==> src/design/sldf_pkg.sv <==
// Package for the sync/length frame deframer.
// Holds the result kind codes, field widths and the result record.
// Used by sldf_parser, sync_length_frame_deframer and sldf_checker.
package sldf_pkg;

  localparam int unsigned ByteW  = 8;
  localparam int unsigned TypeW  = 16;
  localparam int unsigned LenW   = 32;
  localparam int unsigned KindW  = 2;
  localparam int unsigned OutW   = ByteW + ByteW + TypeW + LenW;

  localparam logic [ByteW-1:0] SyncReset = 8'd126;

  typedef enum logic [KindW-1:0] {
    KIND_PAYLOAD = 2'd0,
    KIND_ACCEPT  = 2'd1,
    KIND_REJECT  = 2'd2
  } kind_t;

  typedef struct packed {
    logic [LenW-1:0]  payload_length;
    logic [TypeW-1:0] message_type;
    logic [ByteW-1:0] sender;
    logic [ByteW-1:0] payload_byte;
    kind_t            kind;
  } result_t;

endpackage

==> src/design/sync_length_frame_deframer.sv <==
// Top level of the sync/length frame deframer: ports, sync register, result register.
// Depends on sldf_pkg and sldf_parser.
//
// Channel  | Direction | Signals                    | Contents
// s        | in        | s_tvalid s_tready s_tdata  | rx_byte [7:0]
// m        | out       | m_tvalid m_tready m_tdata  | payload_byte, sender, message_type,
//          |           | m_tuser                    |   payload_length; tuser: kind
// cfg      | in        | cfg_valid cfg_ready cfg_data | sync_value [7:0]
//
// One byte per cycle unless stalled: a byte is decoded in its accept cycle, any
// result enters the output register at that edge, showing on m_tvalid the next cycle.
// The output register stalls input only while it is full and not taken.
// Reset returns the parser to hunting and sets sync_value to 126.
module sync_length_frame_deframer (
  input  logic                      clk,
  input  logic                      rst,
  input  logic                      s_tvalid,
  output logic                      s_tready,
  input  logic [sldf_pkg::ByteW-1:0] s_tdata,  // [7:0] rx_byte
  output logic                      m_tvalid,
  input  logic                      m_tready,
  // [7:0] payload_byte, [15:8] sender, [31:16] message_type, [63:32] payload_length
  output logic [sldf_pkg::OutW-1:0] m_tdata,
  output logic [sldf_pkg::KindW-1:0] m_tuser, // [1:0] kind
  input  logic                      cfg_valid,
  output logic                      cfg_ready,
  input  logic [sldf_pkg::ByteW-1:0] cfg_data  // [7:0] sync_value
);
  import sldf_pkg::*;

  logic [ByteW-1:0] sync_value;
  logic             step;
  logic             res_valid;
  result_t          res;
  result_t          out_reg;

  assign cfg_ready = 1'b1;
  assign s_tready  = !m_tvalid || m_tready;
  assign step      = s_tvalid && s_tready;

  // Hold the sync byte value
  always_ff @(posedge clk) begin
    if (rst) begin
      sync_value <= SyncReset;
    end else if (cfg_valid && cfg_ready) begin
      sync_value <= cfg_data;
    end
  end

  sldf_parser u_parser (
    .clk        (clk),
    .rst        (rst),
    .step       (step),
    .rx_byte    (s_tdata),
    .sync_value (sync_value),
    .res_valid  (res_valid),
    .res        (res)
  );

  // Load the result register, drop it once taken
  always_ff @(posedge clk) begin
    if (rst) begin
      m_tvalid <= 1'b0;
    end else if (s_tready) begin
      m_tvalid <= step && res_valid;
    end
  end

  always_ff @(posedge clk) begin
    if (step && res_valid) begin
      out_reg <= res;
    end
  end

  assign m_tdata = {out_reg.payload_length, out_reg.message_type,
                    out_reg.sender, out_reg.payload_byte};
  assign m_tuser = out_reg.kind;

endmodule

==> src/design/sldf_parser.sv <==
// Frame parser: header, payload and checksum phase tracking.
// Produces at most one result per accepted byte, combinationally.
// Depends on sldf_pkg.
module sldf_parser (
  input  logic                       clk,
  input  logic                       rst,
  input  logic                       step,
  input  logic [sldf_pkg::ByteW-1:0] rx_byte,
  input  logic [sldf_pkg::ByteW-1:0] sync_value,
  output logic                       res_valid,
  output sldf_pkg::result_t          res
);
  import sldf_pkg::*;

  typedef enum logic [3:0] {
    PH_SYNC0  = 4'd0,
    PH_SYNC1  = 4'd1,
    PH_SENDER = 4'd2,
    PH_SEQ    = 4'd3,
    PH_VER    = 4'd4,
    PH_TYPE0  = 4'd5,
    PH_TYPE1  = 4'd6,
    PH_LEN0   = 4'd7,
    PH_LEN1   = 4'd8,
    PH_LEN2   = 4'd9,
    PH_LEN3   = 4'd10,
    PH_DATA   = 4'd11,
    PH_CHK0   = 4'd12,
    PH_CHK1   = 4'd13
  } phase_t;

  phase_t           phase, phase_next;
  logic [ByteW-1:0] frame_sender, frame_sender_next;
  logic [TypeW-1:0] frame_type, frame_type_next;
  logic [LenW-1:0]  frame_length, frame_length_next;
  logic [LenW-1:0]  bytes_received, bytes_received_next;
  logic [ByteW-1:0] check_low, check_low_next;
  logic [LenW-1:0]  count_inc;
  logic [LenW-1:0]  full_length;

  assign count_inc   = bytes_received + LenW'(1);
  assign full_length = {rx_byte, frame_length[23:0]};

  // Decode one byte: next phase, header capture, optional result
  always_comb begin
    phase_next          = phase;
    frame_sender_next   = frame_sender;
    frame_type_next     = frame_type;
    frame_length_next   = frame_length;
    bytes_received_next = bytes_received;
    check_low_next      = check_low;
    res_valid           = 1'b0;
    res.kind            = KIND_PAYLOAD;
    res.payload_byte    = '0;
    res.sender          = frame_sender;
    res.message_type    = frame_type;
    res.payload_length  = frame_length;
    unique case (phase)
      PH_SYNC0: phase_next = (rx_byte == sync_value) ? PH_SYNC1 : PH_SYNC0;
      PH_SYNC1: phase_next = (rx_byte == sync_value) ? PH_SENDER : PH_SYNC0;
      PH_SENDER: begin
        frame_sender_next = rx_byte;
        phase_next        = PH_SEQ;
      end
      PH_SEQ: phase_next = PH_VER;
      PH_VER: phase_next = PH_TYPE0;
      PH_TYPE0: begin
        frame_type_next = {{(TypeW-ByteW){1'b0}}, rx_byte};
        phase_next      = PH_TYPE1;
      end
      PH_TYPE1: begin
        frame_type_next     = {rx_byte, frame_type[7:0]};
        frame_length_next   = '0;
        bytes_received_next = '0;
        check_low_next      = '0;
        phase_next          = PH_LEN0;
      end
      PH_LEN0: begin
        frame_length_next = {{(LenW-ByteW){1'b0}}, rx_byte};
        phase_next        = PH_LEN1;
      end
      PH_LEN1: begin
        frame_length_next = {frame_length[31:16], rx_byte, frame_length[7:0]};
        phase_next        = PH_LEN2;
      end
      PH_LEN2: begin
        frame_length_next = {frame_length[31:24], rx_byte, frame_length[15:0]};
        phase_next        = PH_LEN3;
      end
      PH_LEN3: begin
        frame_length_next = full_length;
        // empty frame goes straight to the checksum
        phase_next        = (full_length == '0) ? PH_CHK0 : PH_DATA;
      end
      PH_DATA: begin
        bytes_received_next = count_inc;
        if (count_inc >= frame_length) begin
          phase_next = PH_CHK0;
        end
        res_valid        = 1'b1;
        res.payload_byte = rx_byte;
      end
      PH_CHK0: begin
        check_low_next = rx_byte;
        phase_next     = PH_CHK1;
      end
      PH_CHK1: begin
        phase_next = PH_SYNC0;
        res_valid  = 1'b1;
        res.kind   = ({rx_byte, check_low} == '0) ? KIND_ACCEPT : KIND_REJECT;
      end
      default: phase_next = PH_SYNC0;
    endcase
  end

  // Advance state on each accepted byte
  always_ff @(posedge clk) begin
    if (rst) begin
      phase          <= PH_SYNC0;
      frame_sender   <= '0;
      frame_type     <= '0;
      frame_length   <= '0;
      bytes_received <= '0;
      check_low      <= '0;
    end else if (step) begin
      phase          <= phase_next;
      frame_sender   <= frame_sender_next;
      frame_type     <= frame_type_next;
      frame_length   <= frame_length_next;
      bytes_received <= bytes_received_next;
      check_low      <= check_low_next;
    end
  end

endmodule

==> config.mk <==
export PLATFORM = sky130hd
export DESIGN_NAME = sync_length_frame_deframer
export DESIGN_NICKNAME = d
export VERILOG_FILES = /design/src/design/sldf_pkg.sv /design/src/design/sync_length_frame_deframer.sv /design/src/design/sldf_parser.sv
export SDC_FILE = /design/constraint.sdc
export NUM_CORES = 1
export LEC_CHECK = 0
export ABC_AREA = 1
export BUFFER_PORTS_ARGS = -buffer_cell sky130_fd_sc_hd__buf_2
export CAP_MARGIN = 20
export CORE_UTILIZATION = 39
export DETAILED_ROUTE_END_ITERATION = 8
export GPL_TIMING_DRIVEN = 0
export PLACE_DENSITY = 0.58
export SYNTH_ARGS = -nofsm -noshare
export SYNTH_HDL_FRONTEND = slang
export SYNTH_SLANG_ARGS = --single-unit
==> constraint.sdc <==
create_clock -name clk -period 5.1 [get_ports clk]
set_clock_uncertainty 0.05 [all_clocks]
set_input_delay 0.255 -clock clk [delete_from_list [all_inputs] [get_ports clk]]
set_output_delay 0.255 -clock clk [all_outputs]
set_load 0.005 [all_outputs]
### Word level (Yosys, flattened, before mapping)

Cells that the tools add are included.

* flip-flop bits (word level): 175
* input bits: 21

* add/subtract/negate cells: 1
* magnitude comparators: 1
* equal/unequal tests: 15
* mux-type cells: 11
* bitwise operators: 4
* reductions and logical operators: 25

Operators with widths (number)
* $pmux 32 s5: 1
* $pmux 32 s2: 1
* $pmux 4 s13: 1
* $add 32x1->32 const B: 1
* $ge 32x32->1: 1
* $logic_not 32->1: 1
* $pmux 16 s2: 1
* $eq 4x4->1 const B: 6
* $eq 4x3->1 const B: 4
* $logic_not 16->1: 1
* $pmux 8 s2: 1
* $reduce_and 4->1: 3
* $reduce_and 2->1: 5
* $reduce_bool 3->1: 3
* $eq 4x2->1 const B: 2
* $eq 8x8->1: 1
* $reduce_bool 2->1: 4
* $reduce_and 5->1: 1
* $eq 4x1->1 const B: 1
* $logic_not 4->1: 1
* $mux 2: 2
* $mux 4: 1
* $not 1->1: 4
* $mux 3: 1
* 7 further kinds: 9

### Logic depth before layout (Yosys ltp)

Gate-level depths: netlist of the first run.

* word-level depth: 4
* depth in mapped cells: 23
* mapped depth without buffers: 23

### Hierarchy

Synthesis of the first run repeated with hierarchy kept, for this count alone.

* cell total of the unflattened synthesis: 976
* area total of the unflattened synthesis: 8207.9 µm²

Modules (own cells, without submodules)
* sldf_parser: instances 1, cells an instance 862, area each 5855.6 µm², seq. area each 2001.9 µm²
* sync_length_frame_deframer: instances 1, cells an instance 114, area each 2352.3 µm², seq. area each 2162.1 µm²

### Worst setup path after synthesis of the first run

Ideal clock, no wire load.

* kind: register to register
* start: register u_parser.phase[0]
* end: register out_reg (netlist bit m_tdata[0]) (enable)
* arrival time: 4.120 ns
* data required time: 4.537 ns
* path slack: 0.416 ns
* stages on the path, launching flop included: 7
* buffers on the path: 0
* path through: dfxtp_1 > inv_1 > nor2_2 > inv_1 > nor2_1 > inv_1 > a21oi_1

* longest elaborated chain between the ends: 4
* elaborated cells on any way between the ends: 5
* classes of those cells: 2 x eq/ne; 1 x mux; 2 x reduce/logical

Ends and longest elaborated chain
* from (decl): RTL line sldf_parser.sv:32 `phase_t phase, phase_next;`
* from (signal assigned): RTL line sldf_parser.sv:126 `phase <= phase_next;`
* $eq 4x4->1: RTL line sldf_parser.sv:58 `unique case (phase)`
* $reduce_or 2->1 (no line) *
* $mux 1 *: RTL line sldf_parser.sv:58
* $logic_and 1x1->1 *: RTL line sync_length_frame_deframer.sv:70 `if (step && res_valid) begin`
* to (signal assigned): RTL line sync_length_frame_deframer.sv:71 `out_reg <= res;`
* to (decl): RTL line sync_length_frame_deframer.sv:35 `result_t out_reg;`

Every way passes the cells marked *; elsewhere a longest branch is shown, timed or not.
A chain may end at the register's enable or synchronous reset.

### Worst setup path in the final report of the first run

* start: register u_parser.bytes_received[0]
* end: register u_parser.phase[2]

* longest elaborated chain between the ends: 4

Ends and longest elaborated chain
* from (decl): RTL line sldf_parser.sv:36 `logic [LenW-1:0] bytes_received, bytes_received_next;`
* from (signal assigned): RTL line sldf_parser.sv:130 `bytes_received <= bytes_received_next;`
* $add 32x1->32: RTL line sldf_parser.sv:41 `assign count_inc = bytes_received + LenW'(1);`
* $ge 32x32->1: RTL line sldf_parser.sv:97 `if (count_inc >= frame_length) begin`
* $ne 2x1->1 (no line)
* $reduce_and 2->1 (no line)

Every way passes these cells.

==> results.md, run 1 <==
- The initial antenna violation count is 0.
- Walking the worst path, the cells encountered are ha_1, nand2_1, nor2_1, nand2_1, nor2_1, nand2_1, xor2_1, inv_1, ha_1, nand2_1, nor2_1, nand2_1, nor2_1, nor2_1, nand2_1, nand2_1, nand2_1, nand2_2, nand2_1, nand2_1, nor2_1.
- The overall routed net length is 20.7 mm.
- The half-perimeter wire length after placement is 14.9 mm.
- The cell area that synthesis handed to floorplanning was approximately 8100 µm².
- After detailed routing, the number of remaining DRC violations is 0.
- The clock buffer count from CTS is 17.
- For this configuration, the core starts out at a cell density of between 40% and 50%.
- The share of synthesized area occupied by flip-flops and latches is about half.
- The number of primary I/O pins is 90.
- The y dimension of the die is 146 µm.
- The post-synthesis net count is 1,009.
- At the pin with the least slew margin, the transition time is 0.845 ns.
- The detailed router finished its first iteration with 554 violations.
- Summed over its instances, the top area cell type makes up a little over a quarter of the synthesized netlist area.
- The final setup violation count is 0.
- TritonCTS built the clock tree.
- Post-CTS repair changed the size of 0 cells.
- The total power divided by cell area is 308 nW/µm².
- The number of placed instances, taps included, is approximately 1,300.
- The x dimension of the die is 146 µm.
- Data on the critical path is required at its endpoint by 5.42 ns.
- The run finished with clean final reports.
- The worst setup path is captured at a flop.
- After synthesis, the largest family of logic cells by area is simple AND/OR/NAND/NOR gates.
- The max-slew violation total from the final report was 0.
- The area share of xor/xnor cells in the synthesized design is around 3.1%.
- The largest stage delay on the critical path is 0.49 ns.
- The deepest level of the CTS H-tree is 4.
- For this run, the post-layout net count is 1,116.
- The number of failing hold endpoints at the final stage came to 0.
- The category of the worst setup path launch point is a flop.
- By area the synthesized netlist is led by sky130_fd_sc_hd__dfxtp_1 (27%), sky130_fd_sc_hd__edfxtp_1 (24%), sky130_fd_sc_hd__nand2_1 (11%).
- The gate family responsible for the most delay along the worst path is simple AND/OR/NAND/NOR gates.
- The number of antenna diodes in the final layout is 0.
- The final critical-path setup slack is 1.88 ns.
- In this run the most critical hold path is launched from cfg_data[0].
- The share of the synthesized area in compound gates (AO/OA/AOI/OAI) is 11.6%.
- The first global-routing pass estimated 32.9 mm of wire.
- Clock latency on the worst-skew pair, taken at its later pin, is 0.43 ns.
- The number of hold buffers added after cts is 7.
- The mean post-synth cell area is roughly 8.5 µm².
- The peak supply drop is 0.000243 V.
- Leaving out fill and tap cells, the most frequent cells in the layout are sky130_fd_sc_hd__nand2_1 (230), sky130_fd_sc_hd__dfxtp_1 (109), sky130_fd_sc_hd__inv_1 (97), sky130_fd_sc_hd__a21oi_1 (93), sky130_fd_sc_hd__nor2_1 (88).
- The area of all placed cells without fillers is 9610 µm².
- Synthesis produced 955 cells.
- The clock transition at the registers of the reported paths is 0.07 ns.
- The via count normalized by instance count is between 5 and 6.
- The classification of the worst setup path is reg2reg.
- The number of global-route vias before repair is 6,196.
- The row count is 52.
- The min-delay analysis places its worst path in the category in2reg.
- The clock sink count is 175.
- Global routing finished with a remaining overflow of 0.
- In this run the static leakage power is 3.78 nW.
- In this run the clock root is driven by a sky130_fd_sc_hd__clkbuf_16.
- Max-cap violations in this run came to 0.
- In the final layout, the share of cells above drive strength 1 is 15.3%.
- The die covers 21,400 µm².
- In this design, the critical path's most frequently occurring cell is sky130_fd_sc_hd__nand2_1.
- The flip-flop and latch count after synthesis is 175.
- The portion of the clock cycle consumed by the worst path in the final layout is between 60% and 70%.
- Summing all placed instances gives a cell area of a little under 9000 µm².
- Across every metal layer, demand over resource in global routing totals 19.9%.
- The routed via count is 6,754.
- In this run the worst path has a maximum fanout of 8.
- Routability-driven placement finished with a final weighted congestion of 0.897.
- The end-of-flow core utilization is a little under half.
- The worst slew slack as a fraction of its limit is a little over two fifths.
- Relative to the synthesized area, the layout overhead comes to 18.3%.
- The most critical setup path has its startpoint at u_parser.bytes_received[0].
- The total iterations of the first detailed-routing run is 6.
- The synthesized netlist devotes 22.0% of its cell area to simple gates.
- The pin count of the biggest net entering global routing is 27.
- The worst setup timing slack at the placement stage is 1.91 ns.
- The critical-path cell with the highest stage delay is sky130_fd_sc_hd__dfxtp_1.
- The number of buffers and inverters on the critical path is 1.
- The final period demand of the worst path is about 3.2 ns.
- The most common library cell in the layout ignoring fill and taps is sky130_fd_sc_hd__nand2_1.
- The maximum clock insertion buffer count is 2.
- The count of different cell masters after synthesis is 40.
- The final non-filler cell total is ~1,300.
- The data arrival time of the worst path is roughly 3.5 ns.
- The count of antenna-violating nets left after detailed routing is 0.
- Setup repair after global routing left no endpoint under its margin.
- Of all cell types, the one taking the most synthesized area is sky130_fd_sc_hd__dfxtp_1.
- The highest attainable clock frequency is between 0.3 and 0.4 GHz.
- The count of input and output buffers is ~80.
- During synthesis, Yosys emitted a total of 0 warnings.
- The source of the worst register-to-register timing path is u_parser.bytes_received[0].
- Counting the fill cells in the layout gives 2,055.
- The total core area is 20,300 µm².
- In the final routed layout, each cell accounts on average for 15.4 µm.
- The post-CTS setup-driven buffer insertion count is 0.
- Summing the areas of all fa, ha and maj instances in the mapped netlist gives 5.08% of the synthesized area.
- The multiplexer share of the synthesized area is 0%.
[report_power, final]
part	internal (mW)	leakage, nW	switching, mW
registers	1.46	1.49	0.0163
logic	0.0542	2.00	0.116
clock network	0.684	0.290	0.624
total	2.20	3.78	0.756
[area by class of cell]
class                           count  area [µm²]  area share, %
Sequential cell                   175        4160           43.3
Multi-Input combinational cell    640        3410           35.5
Timing Repair Buffer               88         543           5.65
Clock buffer                       19         454           4.73
Inverter                          107         402           4.18
Tap cell                          270         338           3.52
Buffer                             33         151           1.58
Clock inverter                     13         143           1.48
[logic make-up after synthesis]
logic type / Yosys count
other: 1
xor gates and xnor gates: 29
adders and majority gates: 33
buffers and inverters: 140
DFF: 175
and+or+nand+nor: 417
AOI/OAI and AO/OA: 160
[synth_stat cells, drive strengths merged]
| cell type | number |
|---|---|
| o21bai | 2 |
| a31oi | 2 |
| a21oi | 94 |
| conb | 1 |
| clkbuf | 23 |
| a21o | 4 |
| nand2 | 234 |
| a211oi | 17 |
| nor3b | 2 |
| xnor2 | 7 |
| a22oi | 8 |
| buf | 10 |
| dfxtp | 109 |
| xor2 | 22 |
| nand4 | 15 |
| nand3 | 37 |
| ha | 33 |
| nor4 | 4 |
| inv | 107 |
| o21ai | 32 |
| or2 | 1 |
| nor3 | 20 |
| and2 | 4 |
| edfxtp | 66 |
| nor2 | 100 |
| o21a | 1 |
[path summary, 6_finish.rpt]
check / cells after the start / slack, ns / to
max: 21 / 1.88 / u_parser.phase[2]
min: 3 / 0.01 / sync_value[0]
max reg2reg: 21 / 1.88 / u_parser.phase[2]
min reg2reg: 0 / 0.38 / m_tdata[15]
[state kept, by name, indices dropped and copies added, names as in the netlist]
name / cells
m_tuser: 2
m_tdata: 64
u_parser.frame_sender: 8
u_parser.check_low: 8
sync_value: 8
u_parser.frame_type: 16
u_parser.phase: 4
u_parser.bytes_received: 32
m_tvalid: 1
u_parser.frame_length: 32
[per-layer routing]
layer / wire (µm) / track usage, %
met2: 9010 / 30.5
met1: 10100 / 28.4
met3: 1100 / 3.09
met5: 0 / 0
met4: 444 / 7.14
[per-stage QoR]
| step | TNS [ns] | power [mW] | hold slack, ns |
|---|---|---|---|
| 4_1_cts | 0 | 2.97 | 0.0137 |
| 2_1_floorplan | 0 | 1.62 | 0.327 |
| 5_1_grt | 0 | 3.04 | 0.0223 |
| 3_5_place_dp | 0 | 1.68 | 0.362 |
| 3_3_place_gp | -95.28 | 1.67 | 0.362 |
| 6_report | 0 | 2.96 | 0.0145 |
[worst register-to-register path, delay by kind of cell (launching register included)]
kind | cells | cell delay (ns)
xor+xnor | 1 | 0.13
fa+ha+maj | 2 | 0.56
buf+inv | 1 | 0.08
flops | 1 | 0.49
simple gates | 17 | 1.86
Note: power is estimated with default switching activity, not from simulation.
==> run 2: changes to the inputs <==
- PLACE_DENSITY: 0.58 -> 0.6
- clock period: 5.1 -> 2.7 ns (I/O delays scaled with it)
==> run 2 against run 1 <==
Net effect: the flow now finishes with violations (negative setup slack); highest routed layer unchanged; die area unchanged; fmax grew 18%; global-route usage grew 0.36 points.
==> results.md, run 2 (same netlist as run 1, synthesis figures left out) <==
- For this design the static power due to leakage is 4.19 nW.
- The deepest level of the CTS H-tree is 4.
- The fraction of final layout cells with drive strength greater than 1 is 25.7%.
- The count of input and output buffers is 78.
- The slew of the pin with the lowest slew margin is 0.795 ns.
- The overall fraction of global-route tracks in use is 20.3%.
- VDD sags by at most between 0.0004 and 0.0005 V.
- The worst setup path is launched from a flop.
- The initial utilization of the core area, before any placement, comes to about two fifths.
- The final period demand of the worst path is ~2.7 ns.
- The antenna diode instance count is 0.
- The max capacitance violation total is 0.
- The clock tree from TritonCTS is yes.
- On the final layout, the worst hold slack is 0.0388 ns.
- Walking the worst path, the cells encountered are nand2_1, nor2_4, nand2_4, nor3b_4, buf_4, nand3_2, buf_4, buf_4, buf_4, buf_4, buf_4, buf_4, buf_4, buf_4, buf_4, buf_4, nand3_1, a21oi_1.
- The initialized floorplan defines 52 standard-cell rows.
- Measured against its own limit, the worst slew margin works out to a little under half.
- The later pin in the worst-skew pair is clocked with a latency of 0.44 ns.
- The pre-antenna-repair detailed-routing pass consisted of 5 iterations.
- STA classifies the critical path endpoint as a flop.
- In this run the power density over the cells is 546 nW/µm².
- Entering global routing, the biggest net connects 32 pins.
- The max-slew violation total from the final report came to 0.
- The checks that failed: negative setup slack.
- The initial antenna violation count was 0.
- The critical path is of the reg2reg type.
- The wire-length estimate of the detail-placed layout is 15.0 mm.
- Summed over all layers, the global routing overflow is 0.
- The worst setup timing slack at the placement stage is -0.547 ns.
- The critical-path cell with the highest stage delay is sky130_fd_sc_hd__dfxtp_4.
- The y dimension of the die is 146 µm.
- The via count normalized by instance count is 5.03.
- Summing internal, switching and leakage power gives 5.63 mW.
- The routed layout has approximately 6,900 vias.
- The total core area is ~20,000 µm².
- Counting the buffers created by CTS gives 17.
- For this design, the sink count on the clock tree is 175.
- The most common library cell in the layout ignoring fill and taps is sky130_fd_sc_hd__nand2_1.
- The flip-flop count of the largest register after layout is 64.
- In the final routed layout, each cell accounts on average for ~16 µm.
- The count of antenna-violating nets left after detailed routing is 0.
- The most frequent cell on the critical path is sky130_fd_sc_hd__buf_4.
- After clock tree synthesis, the clock-pin slew on the worst setup and hold paths is about 0.080 ns.
- The first routing iteration left 430 violations.
- The area growth from synthesis to layout is 26.9%.
- The number of global-route vias before repair is 6,475.
- STA puts the critical path data arrival time at 2.99 ns.
- Setup violations remaining at the end of the flow were counted as 4.
- Of all nets on the critical path, the largest fanout is 4.
- The run finished, with violations left.
- The net count of the finished layout is 1,148.
- For this run, design rule violations remaining after detail routing come to 0.
- The x dimension of the die is about 150 µm.
- The required time of the worst setup path is a little under 3 ns.
- The portion of the clock cycle consumed by the worst path in the final layout is 101%.
- The worst hold path class is in2reg.
- The maximum clock insertion buffer count is 2.
- The worst reg-to-reg setup slack is -0.03 ns.
- The number of primary I/O pins is 90.
- The largest stage delay on the critical path is 0.38 ns.
- The overall routed net length is between 20 and 25 mm.
- The library cell used as clock root buffer is sky130_fd_sc_hd__clkbuf_16.
- The final critical-path setup slack is -0.0346 ns.
- The highest attainable clock frequency is ~0.37 GHz.
- Setup repair after global routing could not meet its margin everywhere.
- The last weighted congestion value of the routability-driven placer is 0.875.
- The number of failing hold endpoints at the final stage was 0.
- The area of the die is roughly 21,000 µm².
- Leaving out fill and tap cells, the most frequent cells in the layout are sky130_fd_sc_hd__nand2_1 (215), sky130_fd_sc_hd__a21oi_1 (93), sky130_fd_sc_hd__inv_1 (89), sky130_fd_sc_hd__buf_2 (85), sky130_fd_sc_hd__dfxtp_1 (85).
- The first global-routing pass estimated 33.8 mm of wire.
run 2: critical path: cells and delay by family (launching register included):
family / cells / cell delay (ns)
AND/OR/NAND/NOR: 6 / 0.72
AO/OA/AOI/OAI: 1 / 0.06
flip-flops: 1 / 0.38
buffers and inverters: 11 / 1.39
run 2: worst paths after layout:
path | cells past startpoint | end | start
worst max register to register | 18 | u_parser.bytes_received[31] | u_parser.bytes_received[1]
worst min register to register | 0 | m_tdata[14] | u_parser.frame_sender[6]
worst max-delay path | 18 | u_parser.bytes_received[31] | u_parser.bytes_received[1]
worst min-delay path | 3 | sync_value[3] | cfg_valid
run 2: cell type report:
cell class | instances | area (µm²)
Buffer | 33 | 151
Clock buffer | 18 | 429
Clock inverter | 14 | 173
Fill cell | 1963 | 9990
Inverter | 107 | 407
Multi-Input combinational cell | 640 | 3820
Sequential cell | 175 | 4220
Tap cell | 270 | 338
Timing Repair Buffer | 120 | 764
run 2: layer usage:
metal | up-vias | GRT usage [%] | routed length [µm]
li1 | 3428 | - | -
met4 | 0 | 8.23 | 605
met2 | 166 | 31.5 | 9940
met3 | 37 | 3.44 | 785
met1 | 3292 | 28.0 | 10300
met5 | - | 0 | 0
run 2: report_power, final:
| group | leakage (nW) | total (mW) | internal, mW | switching, mW |
|---|---|---|---|---|
| clock network | 0.292 | 2.52 | 1.33 | 1.18 |
| logic | 2.39 | 0.334 | 0.108 | 0.226 |
| registers | 1.51 | 2.78 | 2.75 | 0.0302 |
| total | 4.19 | 5.63 | 4.19 | 1.44 |
run 2: per-stage QoR:
| step | utilization [%] | instance area [µm²] | cells | TNS [ns] |
|---|---|---|---|---|
| 2_1_floorplan | - | 8130 | 955 | 0 |
| 4_1_cts | 48.6 | 9870 | 1364 | -0.263 |
| 5_1_grt | 50.8 | 10300 | 1377 | -0.818 |
| 6_report | 50.8 | 10300 | 1377 | -0.0557 |
| 3_3_place_gp | 43.6 | 8860 | 1303 | -33.79 |
| 3_5_place_dp | 43.8 | 8900 | 1305 | -2.15 |
run 2: timing repair:
| item | 4_1_cts | 5_1_grt |
|---|---|---|
| pin swaps | 17 | 36 |
| hold buffers | 9 | 0 |
| buffers inserted | 18 | 13 |
| endpoints found under the setup margin | 4 | 5 |
| gates resized for setup | 41 | 90 |
| endpoints found under the hold margin | 9 | 0 |
